File: src/design/cts_pkg.sv
// cts_pkg: types and constants shared by the cluster task scheduler
// item structs for both channels, event kinds, register indexes and reset values
// depends on nothing
`default_nettype none

package cts_pkg;

  // event kinds carried in event_kind
  typedef enum logic [2:0] {
    EV_PLACED    = 3'd0,
    EV_FAILED    = 3'd1,
    EV_COMPLETED = 3'd2,
    EV_SUMMARY   = 3'd3,
    EV_DROPPED   = 3'd4
  } ev_kind_e;

  // configuration register indexes
  localparam logic [3:0] CFG_PROC_COUNT = 4'd0;
  localparam logic [3:0] CFG_CORE_TABLE = 4'd1;

  // register reset values
  localparam logic [3:0]  PROC_COUNT_RESET = 4'd8;
  localparam logic [39:0] CORE_TABLE_RESET = 40'd851234808600;

  // request kinds
  localparam logic REQ_SUBMIT = 1'b0;
  localparam logic REQ_TICK   = 1'b1;

  typedef struct packed {
    logic        req_type;
    logic [15:0] task_id;
    logic [3:0]  need_procs;
    logic [4:0]  need_cores;
    logic [9:0]  duration;
  } in_item_t;

  typedef struct packed {
    logic [2:0]  event_kind;
    logic [15:0] event_task_id;
    logic [7:0]  proc_mask;
    logic [7:0]  busy_cores;
    logic [7:0]  total_cores;
    logic [15:0] tick_number;
    logic        last;
  } out_item_t;

  // queued task as held in the wait memory
  typedef struct packed {
    logic [15:0] task_id;
    logic [3:0]  need_procs;
    logic [4:0]  need_cores;
    logic [9:0]  duration;
  } wait_ent_t;

  // buffered result, summary fields are added on the way out
  typedef struct packed {
    logic [2:0]  kind;
    logic [15:0] task_id;
    logic [7:0]  mask;
  } ev_ent_t;

  // total cores of processor p, zero beyond the eighth
  function automatic logic [4:0] total_of(input logic [39:0] tbl, input int p);
    logic [4:0] t;
    t = 5'd0;
    if (p < 8) t = tbl[5*p +: 5];
    return t;
  endfunction

endpackage

`default_nettype wire

File: src/design/cluster_task_first_fit_scheduler_core.sv
// cluster_task_first_fit_scheduler_core: fifo intake, first-fit core allocation
// submit: no result unless the queue is full, then one dropped item from the drop state
// tick: accept, then per queue entry a read and a place or fail, ending at an empty queue
//   or a blocked head, then a walk over the active slots with a read and release check per
//   busy slot, the summary, then results read out of the result buffer memory, held by stalls
// one item at a time; reset clears counters and valid bits, loads free counts from the
//   reset core table; the memories need no clearing pass
`default_nettype none

module cluster_task_first_fit_scheduler_core #(
  parameter int MAX_PROCS    = 8,
  parameter int WAIT_DEPTH   = 16,
  parameter int ACTIVE_DEPTH = 16
) (
  input  wire logic               clk_i,
  input  wire logic               rst_ni,
  input  wire logic               in_valid_i,
  output logic                    in_ready_o,
  input  wire cts_pkg::in_item_t  in_item_i,
  output logic                    out_valid_o,
  input  wire logic               out_ready_i,
  output cts_pkg::out_item_t      out_item_o,
  input  wire logic               cfg_valid_i,
  output logic                    cfg_ready_o,
  input  wire logic [3:0]         cfg_index_i,
  input  wire logic [39:0]        cfg_data_i
);
  import cts_pkg::*;

  localparam int WA      = $clog2(WAIT_DEPTH);
  localparam int WC      = $clog2(WAIT_DEPTH + 1);
  localparam int AA      = $clog2(ACTIVE_DEPTH);
  localparam int MAX_RES = WAIT_DEPTH + ACTIVE_DEPTH + 1;
  localparam int EA      = $clog2(MAX_RES);
  localparam int EC      = $clog2(MAX_RES + 1);
  localparam int AW      = 16 + 5 + 10 + 16 + MAX_PROCS;
  localparam logic [4:0] MaxProcsW = 5'(MAX_PROCS);

  typedef struct packed {
    logic [15:0]          task_id;
    logic [4:0]           cores;
    logic [9:0]           duration;
    logic [15:0]          start;
    logic [MAX_PROCS-1:0] mask;
  } act_ent_t;

  typedef enum logic [3:0] {
    S_IDLE, S_DROP, S_DRD, S_DEV, S_RRD, S_REV, S_SUM, S_ORD, S_OLD
  } state_e;

  state_e         state_q;
  logic [WA-1:0]  head_q;
  logic [WC-1:0]  count_q;
  logic [15:0]    tick_q;
  logic [ACTIVE_DEPTH-1:0] valid_q;
  logic [4:0]     free_q [MAX_PROCS];
  logic [3:0]     proc_count_q;
  logic [39:0]    core_table_q;
  logic [AA-1:0]  rel_q;
  logic [EC-1:0]  ecnt_q;
  logic [EC-1:0]  oidx_q;
  logic [7:0]     busy_q, total_q;
  logic [15:0]    drop_id_q;
  logic           out_valid_q;
  out_item_t      out_q;

  // memory ports
  logic           wq_we, wq_re;
  logic [WA-1:0]  wq_waddr;
  wait_ent_t      wq_wdata, wq_rdata;
  logic           at_we, at_re;
  act_ent_t       at_wdata, at_rdata;
  logic           ev_we, ev_re;
  ev_ent_t        ev_wdata, ev_rdata;

  // helpers
  logic [4:0]           np;
  logic [4:0]           cap;
  logic [4:0]           picked;
  logic [MAX_PROCS-1:0] pick_mask;
  logic                 slot_found;
  logic [AA-1:0]        free_slot;
  logic                 head_fail, place_ok, rel_hit, out_free, in_acc, out_load;
  logic [15:0]          elapsed;
  logic [8:0]           busy_sum, total_sum;
  logic [7:0]           busy_now, total_now;
  logic [WC:0]          tail_sum;
  logic [WA-1:0]        tail, head_nx;
  logic [AA-1:0]        rel_nx;

  assign in_acc      = in_valid_i && in_ready_o;
  assign in_ready_o  = (state_q == S_IDLE);
  assign cfg_ready_o = 1'b1;
  assign out_valid_o = out_valid_q;
  assign out_item_o  = out_q;
  assign out_free    = !out_valid_q || out_ready_i;
  assign out_load    = out_free && ((state_q == S_DROP) || (state_q == S_OLD));

  // processors in use, clamped to the instance size
  assign np = ({1'b0, proc_count_q} > MaxProcsW) ? MaxProcsW : {1'b0, proc_count_q};

  // queue tail and head wrap
  always_comb begin
    tail_sum = (WC+1)'(head_q) + (WC+1)'(count_q);
    if (tail_sum >= (WC+1)'(WAIT_DEPTH)) tail_sum = tail_sum - (WC+1)'(WAIT_DEPTH);
    tail    = tail_sum[WA-1:0];
    head_nx = (head_q == WA'(WAIT_DEPTH - 1)) ? '0 : head_q + 1'b1;
    rel_nx  = rel_q + 1'b1;
  end

  // capacity count and first-fit pick for the head task
  always_comb begin
    cap       = '0;
    picked    = '0;
    pick_mask = '0;
    for (int p = 0; p < MAX_PROCS; p++) begin
      if (5'(p) < np) begin
        if (total_of(core_table_q, p) >= wq_rdata.need_cores) cap = cap + 1'b1;
        if (free_q[p] >= wq_rdata.need_cores && picked < {1'b0, wq_rdata.need_procs}) begin
          pick_mask[p] = 1'b1;
          picked       = picked + 1'b1;
        end
      end
    end
    head_fail = (wq_rdata.need_procs == 4'd0) || (cap < {1'b0, wq_rdata.need_procs});
  end

  // lowest free active slot
  always_comb begin
    slot_found = 1'b0;
    free_slot  = '0;
    for (int s = ACTIVE_DEPTH - 1; s >= 0; s--) begin
      if (!valid_q[s]) begin
        slot_found = 1'b1;
        free_slot  = AA'(s);
      end
    end
    place_ok = !head_fail && slot_found && (picked >= {1'b0, wq_rdata.need_procs});
  end

  // release check on the slot just read
  assign elapsed = tick_q - at_rdata.start;
  assign rel_hit = (elapsed == {6'd0, at_rdata.duration});

  // busy and total cores over processors in use
  always_comb begin
    busy_sum  = '0;
    total_sum = '0;
    for (int p = 0; p < MAX_PROCS; p++) begin
      if (5'(p) < np) begin
        total_sum = total_sum + 9'(total_of(core_table_q, p));
        if (free_q[p] < total_of(core_table_q, p))
          busy_sum = busy_sum + 9'(total_of(core_table_q, p) - free_q[p]);
      end
    end
    busy_now  = busy_sum[8] ? 8'hFF : busy_sum[7:0];
    total_now = total_sum[8] ? 8'hFF : total_sum[7:0];
  end

  // memory port control
  always_comb begin
    wq_we    = in_acc && (in_item_i.req_type == REQ_SUBMIT) && (count_q < WC'(WAIT_DEPTH));
    wq_waddr = tail;
    wq_wdata = '{task_id: in_item_i.task_id, need_procs: in_item_i.need_procs,
                 need_cores: in_item_i.need_cores, duration: in_item_i.duration};
    wq_re    = (state_q == S_DRD) && (count_q != '0);

    at_we    = (state_q == S_DEV) && place_ok;
    at_wdata = '{task_id: wq_rdata.task_id, cores: wq_rdata.need_cores,
                 duration: wq_rdata.duration, start: tick_q, mask: pick_mask};
    at_re    = (state_q == S_RRD) && valid_q[rel_q];

    ev_we    = 1'b0;
    ev_wdata = '{kind: EV_SUMMARY, task_id: 16'd0, mask: 8'd0};
    case (state_q)
      S_DEV: begin
        if (head_fail) begin
          ev_we    = 1'b1;
          ev_wdata = '{kind: EV_FAILED, task_id: wq_rdata.task_id, mask: 8'd0};
        end else if (place_ok) begin
          ev_we    = 1'b1;
          ev_wdata = '{kind: EV_PLACED, task_id: wq_rdata.task_id,
                       mask: 8'(pick_mask)};
        end
      end
      S_REV: begin
        if (rel_hit) begin
          ev_we    = 1'b1;
          ev_wdata = '{kind: EV_COMPLETED, task_id: at_rdata.task_id,
                       mask: 8'(at_rdata.mask)};
        end
      end
      S_SUM: ev_we = 1'b1;
      default: ev_we = 1'b0;
    endcase
    ev_re = (state_q == S_ORD);
  end

  cts_ram #(.WIDTH($bits(wait_ent_t)), .DEPTH(WAIT_DEPTH)) u_wait_ram (
    .clk_i, .we_i(wq_we), .waddr_i(wq_waddr), .wdata_i(wq_wdata),
    .re_i(wq_re), .raddr_i(head_q), .rdata_o(wq_rdata)
  );

  cts_ram #(.WIDTH(AW), .DEPTH(ACTIVE_DEPTH)) u_active_ram (
    .clk_i, .we_i(at_we), .waddr_i(free_slot), .wdata_i(at_wdata),
    .re_i(at_re), .raddr_i(rel_q), .rdata_o(at_rdata)
  );

  cts_ram #(.WIDTH($bits(ev_ent_t)), .DEPTH(MAX_RES)) u_event_ram (
    .clk_i, .we_i(ev_we), .waddr_i(ecnt_q[EA-1:0]), .wdata_i(ev_wdata),
    .re_i(ev_re), .raddr_i(oidx_q[EA-1:0]), .rdata_o(ev_rdata)
  );

  // sequencer, state and registered outputs
  always_ff @(posedge clk_i or negedge rst_ni) begin
    if (!rst_ni) begin
      state_q      <= S_IDLE;
      head_q       <= '0;
      count_q      <= '0;
      tick_q       <= '0;
      valid_q      <= '0;
      proc_count_q <= PROC_COUNT_RESET;
      core_table_q <= CORE_TABLE_RESET;
      rel_q        <= '0;
      ecnt_q       <= '0;
      oidx_q       <= '0;
      busy_q       <= '0;
      total_q      <= '0;
      drop_id_q    <= '0;
      out_valid_q  <= 1'b0;
      out_q        <= '0;
      for (int p = 0; p < MAX_PROCS; p++) free_q[p] <= total_of(CORE_TABLE_RESET, p);
    end else begin
      // output valid: set on a new result, cleared once taken
      if (out_load) out_valid_q <= 1'b1;
      else if (out_ready_i) out_valid_q <= 1'b0;

      // register writes
      if (cfg_valid_i) begin
        if (cfg_index_i == CFG_PROC_COUNT) proc_count_q <= cfg_data_i[3:0];
        else if (cfg_index_i == CFG_CORE_TABLE) core_table_q <= cfg_data_i;
      end

      case (state_q)
        S_IDLE: begin
          if (in_acc) begin
            if (in_item_i.req_type == REQ_TICK) begin
              tick_q  <= tick_q + 16'd1;
              ecnt_q  <= '0;
              state_q <= S_DRD;
            end else if (count_q < WC'(WAIT_DEPTH)) begin
              count_q <= count_q + 1'b1;
            end else begin
              drop_id_q <= in_item_i.task_id;
              state_q   <= S_DROP;
            end
          end
        end
        S_DROP: begin
          if (out_free) begin
            out_q <= '{event_kind: EV_DROPPED, event_task_id: drop_id_q, proc_mask: 8'd0,
                       busy_cores: busy_now, total_cores: total_now,
                       tick_number: tick_q, last: 1'b1};
            state_q <= S_IDLE;
          end
        end
        // dispatch from the queue head
        S_DRD: begin
          if (count_q == '0) begin
            rel_q   <= '0;
            state_q <= S_RRD;
          end else begin
            state_q <= S_DEV;
          end
        end
        S_DEV: begin
          if (head_fail || place_ok) begin
            head_q  <= head_nx;
            count_q <= count_q - 1'b1;
            ecnt_q  <= ecnt_q + 1'b1;
            state_q <= S_DRD;
            if (place_ok) begin
              valid_q[free_slot] <= 1'b1;
              for (int p = 0; p < MAX_PROCS; p++)
                if (pick_mask[p]) free_q[p] <= free_q[p] - wq_rdata.need_cores;
            end
          end else begin
            // head-of-line blocking
            rel_q   <= '0;
            state_q <= S_RRD;
          end
        end
        // release walk over the active table
        S_RRD: begin
          if (valid_q[rel_q]) begin
            state_q <= S_REV;
          end else if (rel_q == AA'(ACTIVE_DEPTH - 1)) begin
            state_q <= S_SUM;
          end else begin
            rel_q <= rel_nx;
          end
        end
        S_REV: begin
          if (rel_hit) begin
            valid_q[rel_q] <= 1'b0;
            ecnt_q         <= ecnt_q + 1'b1;
            for (int p = 0; p < MAX_PROCS; p++)
              if (at_rdata.mask[p])
                free_q[p] <= ({1'b0, free_q[p]} + {1'b0, at_rdata.cores} > 6'd31)
                             ? 5'd31 : free_q[p] + at_rdata.cores;
          end
          if (rel_q == AA'(ACTIVE_DEPTH - 1)) begin
            state_q <= S_SUM;
          end else begin
            rel_q   <= rel_nx;
            state_q <= S_RRD;
          end
        end
        S_SUM: begin
          busy_q  <= busy_now;
          total_q <= total_now;
          ecnt_q  <= ecnt_q + 1'b1;
          oidx_q  <= '0;
          state_q <= S_ORD;
        end
        // stream buffered results
        S_ORD: state_q <= S_OLD;
        S_OLD: begin
          if (out_free) begin
            out_q <= '{event_kind: ev_rdata.kind, event_task_id: ev_rdata.task_id,
                       proc_mask: ev_rdata.mask, busy_cores: busy_q,
                       total_cores: total_q, tick_number: tick_q,
                       last: (oidx_q == ecnt_q - 1'b1)};
            oidx_q  <= oidx_q + 1'b1;
            state_q <= (oidx_q == ecnt_q - 1'b1) ? S_IDLE : S_ORD;
          end
        end
        default: state_q <= S_IDLE;
      endcase
    end
  end

  // queue occupancy never exceeds its depth
  a_count_bound: assert property (@(posedge clk_i) disable iff (!rst_ni)
    count_q <= WC'(WAIT_DEPTH)) else $error("wait count overflow");

  // result buffer never exceeds one tick's worth
  a_ecnt_bound: assert property (@(posedge clk_i) disable iff (!rst_ni)
    ecnt_q <= EC'(MAX_RES)) else $error("result buffer overflow");

  // a placement marks its slot busy
  a_place_valid: assert property (@(posedge clk_i) disable iff (!rst_ni)
    at_we |=> valid_q[$past(free_slot)]) else $error("placed slot not valid");

  // a tick only starts from idle with the result buffer empty
  a_tick_start: assert property (@(posedge clk_i) disable iff (!rst_ni)
    (state_q == S_IDLE && in_acc && in_item_i.req_type == REQ_TICK)
      |=> (state_q == S_DRD && ecnt_q == '0)) else $error("tick start broken");

endmodule

`default_nettype wire

File: src/design/cts_ram.sv
// cts_ram: generic single write port, single read port ram with registered read
// used for the wait queue, the active table and the result buffer; no dependencies
`default_nettype none

module cts_ram #(
  parameter int WIDTH = 8,
  parameter int DEPTH = 16
) (
  input  wire logic                     clk_i,
  input  wire logic                     we_i,
  input  wire logic [$clog2(DEPTH)-1:0] waddr_i,
  input  wire logic [WIDTH-1:0]         wdata_i,
  input  wire logic                     re_i,
  input  wire logic [$clog2(DEPTH)-1:0] raddr_i,
  output logic      [WIDTH-1:0]         rdata_o
);

  logic [WIDTH-1:0] mem_q [DEPTH];

  // write port
  always_ff @(posedge clk_i) begin
    if (we_i) mem_q[waddr_i] <= wdata_i;
  end

  // registered read, data holds between reads
  always_ff @(posedge clk_i) begin
    if (re_i) rdata_o <= mem_q[raddr_i];
  end

endmodule

`default_nettype wire

File: config.mk
export PLATFORM = sky130hd
export DESIGN_NAME = cluster_task_first_fit_scheduler_core
export DESIGN_NICKNAME = d
export VERILOG_FILES = /design/src/design/cts_pkg.sv /design/src/design/cluster_task_first_fit_scheduler_core.sv /design/src/design/cts_ram.sv
export SDC_FILE = /design/constraint.sdc
export NUM_CORES = 2
export LEC_CHECK = 0
export ABC_AREA = 1
export CAP_MARGIN = 0
export CELL_PAD_IN_SITES_DETAIL_PLACEMENT = 1
export CELL_PAD_IN_SITES_GLOBAL_PLACEMENT = 1
export CORE_ASPECT_RATIO = 0.75
export CORE_MARGIN = 2
export CORE_UTILIZATION = 55
export DETAILED_ROUTE_END_ITERATION = 10
export DONT_BUFFER_PORTS = 1
export PLACE_DENSITY_LB_ADDON = 0.1
export SETUP_SLACK_MARGIN = 0.15
export SKIP_CTS_REPAIR_TIMING = 1
export SLEW_MARGIN = 20
export SYNTH_ARGS = -nofsm -noshare
export SYNTH_HDL_FRONTEND = slang
export SYNTH_HIERARCHICAL = 1
export SYNTH_SLANG_ARGS = --single-unit
File: constraint.sdc
create_clock -name clk_i -period 46.5 [get_ports clk_i]
set_clock_uncertainty 0.2 [all_clocks]
set_input_delay 9.3 -clock clk_i [delete_from_list [all_inputs] [get_ports clk_i]]
set_output_delay 9.3 -clock clk_i [all_outputs]
set_load 0.1 [all_outputs]
==> results.yml <==
die:
  core_um2: 228000
  fp-row-count: 152
  die-area_um2: 233000
  start_util: 0.552
  die_w_um: 557
  die_y_um: 419
  io_pins: 148
worst_setup_path:
  cp-end-kind: "flip-flop"
  cp-startpoint: "u_wait_ram/rdata_o[12]"
  cp_common_cell: "nand2_1"
  r2r-start: "u_wait_ram/rdata_o[12]"
  reg2reg_to: "u_event_ram/mem_q[3][19]"
  cp.required_ps: 46770
  cp-endpoint: "u_event_ram/mem_q[3][19]"
  rr_worst_depth: 79
  crit_path_start_kind: "flip-flop"
  rrSetupSlack_ps: 29720
  crit_arrival_ps: 17050
  worst_path_max_delay_cell: "nor2_4"
  cpPeakStageDelay_ps: 1180
  crit_fanout: 47
  path_class: "flip-flop to flip-flop"
clock_network:
  cts_tree: "yes"
  cts-root-buf: "clkbuf_16"
  numCtsBuffers: 277
  htreeDepth: 5
  clk_pin_slew_ps: 60
  clock_latency_ps: 890
  cts_sinks: 2686
  clockBufferDepth: 4
power_and_ir_drop:
  pwr-share-comb: 0.377
  power_density_nw_per_um2: 63.2
  pwr-share-clk: 0.252
  ir_drop_v: 0.0000712
  p_int_mw: 5.14
  p_switching_mw: 3.55
  power.static_leakage_nw: 57.1
  power.total_mw: 8.69
  switching_share: 0.409
  seqPwrFrac: 0.371
yosys:
  yosysMostFrequentCell: "nand2_1"
  yosys-top-cells-area: "edfxtp_1, nand2_1, nand3_1, inv_1, dfrtp_1"
  async_reset_ff_frac: 0.0886
  synth_cell_types: 76
  ys_top_cells_by_count: "nand2_1, edfxtp_1, nand3_1, inv_1, ha_1"
  ys_seq_elements: 2686
  syn_avg_cell_area_um2: 10.2
  synth_top_area_cell: "edfxtp_1"
  synth_edf_count: 2448
  syn_inst: 12400
  seq_area_frac_synth: 0.631
  yosysTopAreaCellShare: 0.583
  netlist_area_um2: 126000
  ys.flop_type: "edfxtp_1"
  ys_warn_count: 6
global_route:
  grt_antenna_before_repair: 23
  grt_use_met1: 0.465
  grt_use_met3: 0.0553
  grt-busiest-layer: "met2"
  grt_max_degree: 239
  met2_usage: 0.565
  grt_pass1_vias: 98200
  overflow: 0
  grt_pass1_wl_um: 603000
  grt_usage: 0.343
drt:
  via_count: 92800
  drt-initial-drc-count: 9417
  viasPerCell: 5.95
  drt_wl_total_um: 402000
  drcViolationCount: 0
  ant_nets: 0
  post_drt_wl_per_cell_um: 25.8
  drtPass1Iterations: 5
placement:
  dp_hpwl_um: 239000
  place_congestion: 0.905
  place_inst: 15100
  pre_cts_ws_ps: 29910
  numPortBuffers: 0
timing:
  finalSetupViolations: 0
  max_slew_margin: 0.0997
  final.setup.tns_ps: 0
  grt_setup_unrepaired: "false"
  tightest_slew_ps: 1350
  fmax_mhz: 59.6
  slew_violations: 0
  hold_viol_final: 0
  fin_crit_ps: 16780
  min_period_over_period: 0.361
  worst_slack_ps: 29720
hold_path:
  worstHoldStart: "u_event_ram/rdata_o[2]"
  min_path_type: "flip-flop to flip-flop"
flow_run:
  drv_cap: 0
layout:
  layoutNonFillerInstCount: 15600
  drive_gt1_frac: 0.0614
  final_nets: 12800
  fin_util: 0.602
  area_growth_pct: 9.02
status:
  status: "complete, no violations"
placed cells by master, fill, tap and decap left out, types with 123 or more instances in the layout:
master     instances
clkbuf_16        283
dfrtp_1          191
o21ai_0          237
inv_1           1557
xor2_1           123
edfxtp_1        2448
nand3_1         1968
a21oi_1          263
ha_1             355
buf_4            138
nor2_1           269
nand2_1         3769
final cells by class:
type	count	area [um^2]
inverters	1595	6040
clock buffers	371	7570
repair buffers	150	1310
clock inverters	124	1050
well taps	3080	3850
fillers	24400	91000
flip-flops and latches	2686	79500
diodes	3	7.51
multi-input cells	7572	38100
logic make-up after synthesis:
| family | Yosys count | share of synthesized area |
|---|---|---|
| AO/OA/AOI/OAI | 729 | 0.0329 |
| buffers and inverters | 2155 | 0.0728 |
| XOR/XNOR | 180 | 0.0126 |
| other | 2 | 0.0000596 |
| adder cells (fa/ha/maj) | 396 | 0.0417 |
| flip-flops | 2686 | 0.631 |
| multiplexers | 17 | 0.00151 |
| AND/OR/NAND/NOR | 6216 | 0.208 |
per-layer routing:
metal	vias up	share of wire	wire length, um
met5	-	0.00060	240
met4	20	0.033	13400
met3	845	0.080	32300
met2	3794	0.48	192000
met1	47100	0.41	165000
li1	41000	-	-
metrics by stage:
step / cell area [um^2] / hold slack (ps)
finish: 137000 / 283
global route: 137000 / 297
CTS: 137000 / 285
detailed placement: 129000 / 274
global placement: 129000 / 259
floorplan: 126000 / 248
sequential cells by signal, indices dropped and copies added, names as in the netlist, 5 cells and up:
signal and flops:
u_wait_ram/rdata_o 35, u_event_ram/mem_q 891, u_wait_ram/mem_q 560, core_table_q 40, count_q 5, oidx_q 6
drop_id_q 16, ecnt_q 6, out_item_o 60, free_q 40, busy_q 8, total_q 8
u_active_ram/mem_q 880, valid_q 16, tick_q 16, u_event_ram/rdata_o 27, u_active_ram/rdata_o 55
critical path, delay by kind of cell (launching register included):
kind,cells,cell delay (ps)
buffers and inverters,17,3490
XOR/XNOR,3,700
adder cells (fa/ha/maj),9,2410
flip-flops,1,620
AO/OA/AOI/OAI,9,1360
AND/OR/NAND/NOR,41,7540
power by group through the flow:
stage	Combinational [mW]	Sequential (mW)	Clock, mW
after floorplan	2.25	3.18	0
after global placement	2.98	3.27	0
after detailed placement	3.19	3.28	0
after CTS	3.24	3.23	2.21
after global routing	3.65	3.24	2.29
final	3.27	3.23	2.19
worst min path at each step:
| stage | endpoint | slack [ps] | cells past startpoint |
|---|---|---|---|
| after floorplan | total_q[0] | 250 | 2 |
| after global placement | out_item_o[35] | 260 | 1 |
| after detailed placement | out_item_o[35] | 270 | 1 |
| after CTS | out_item_o[35] | 290 | 1 |
| after global routing | out_item_o[35] | 300 | 1 |
| final | out_item_o[35] | 280 | 1 |
Note: power is estimated with default switching activity, not from simulation.
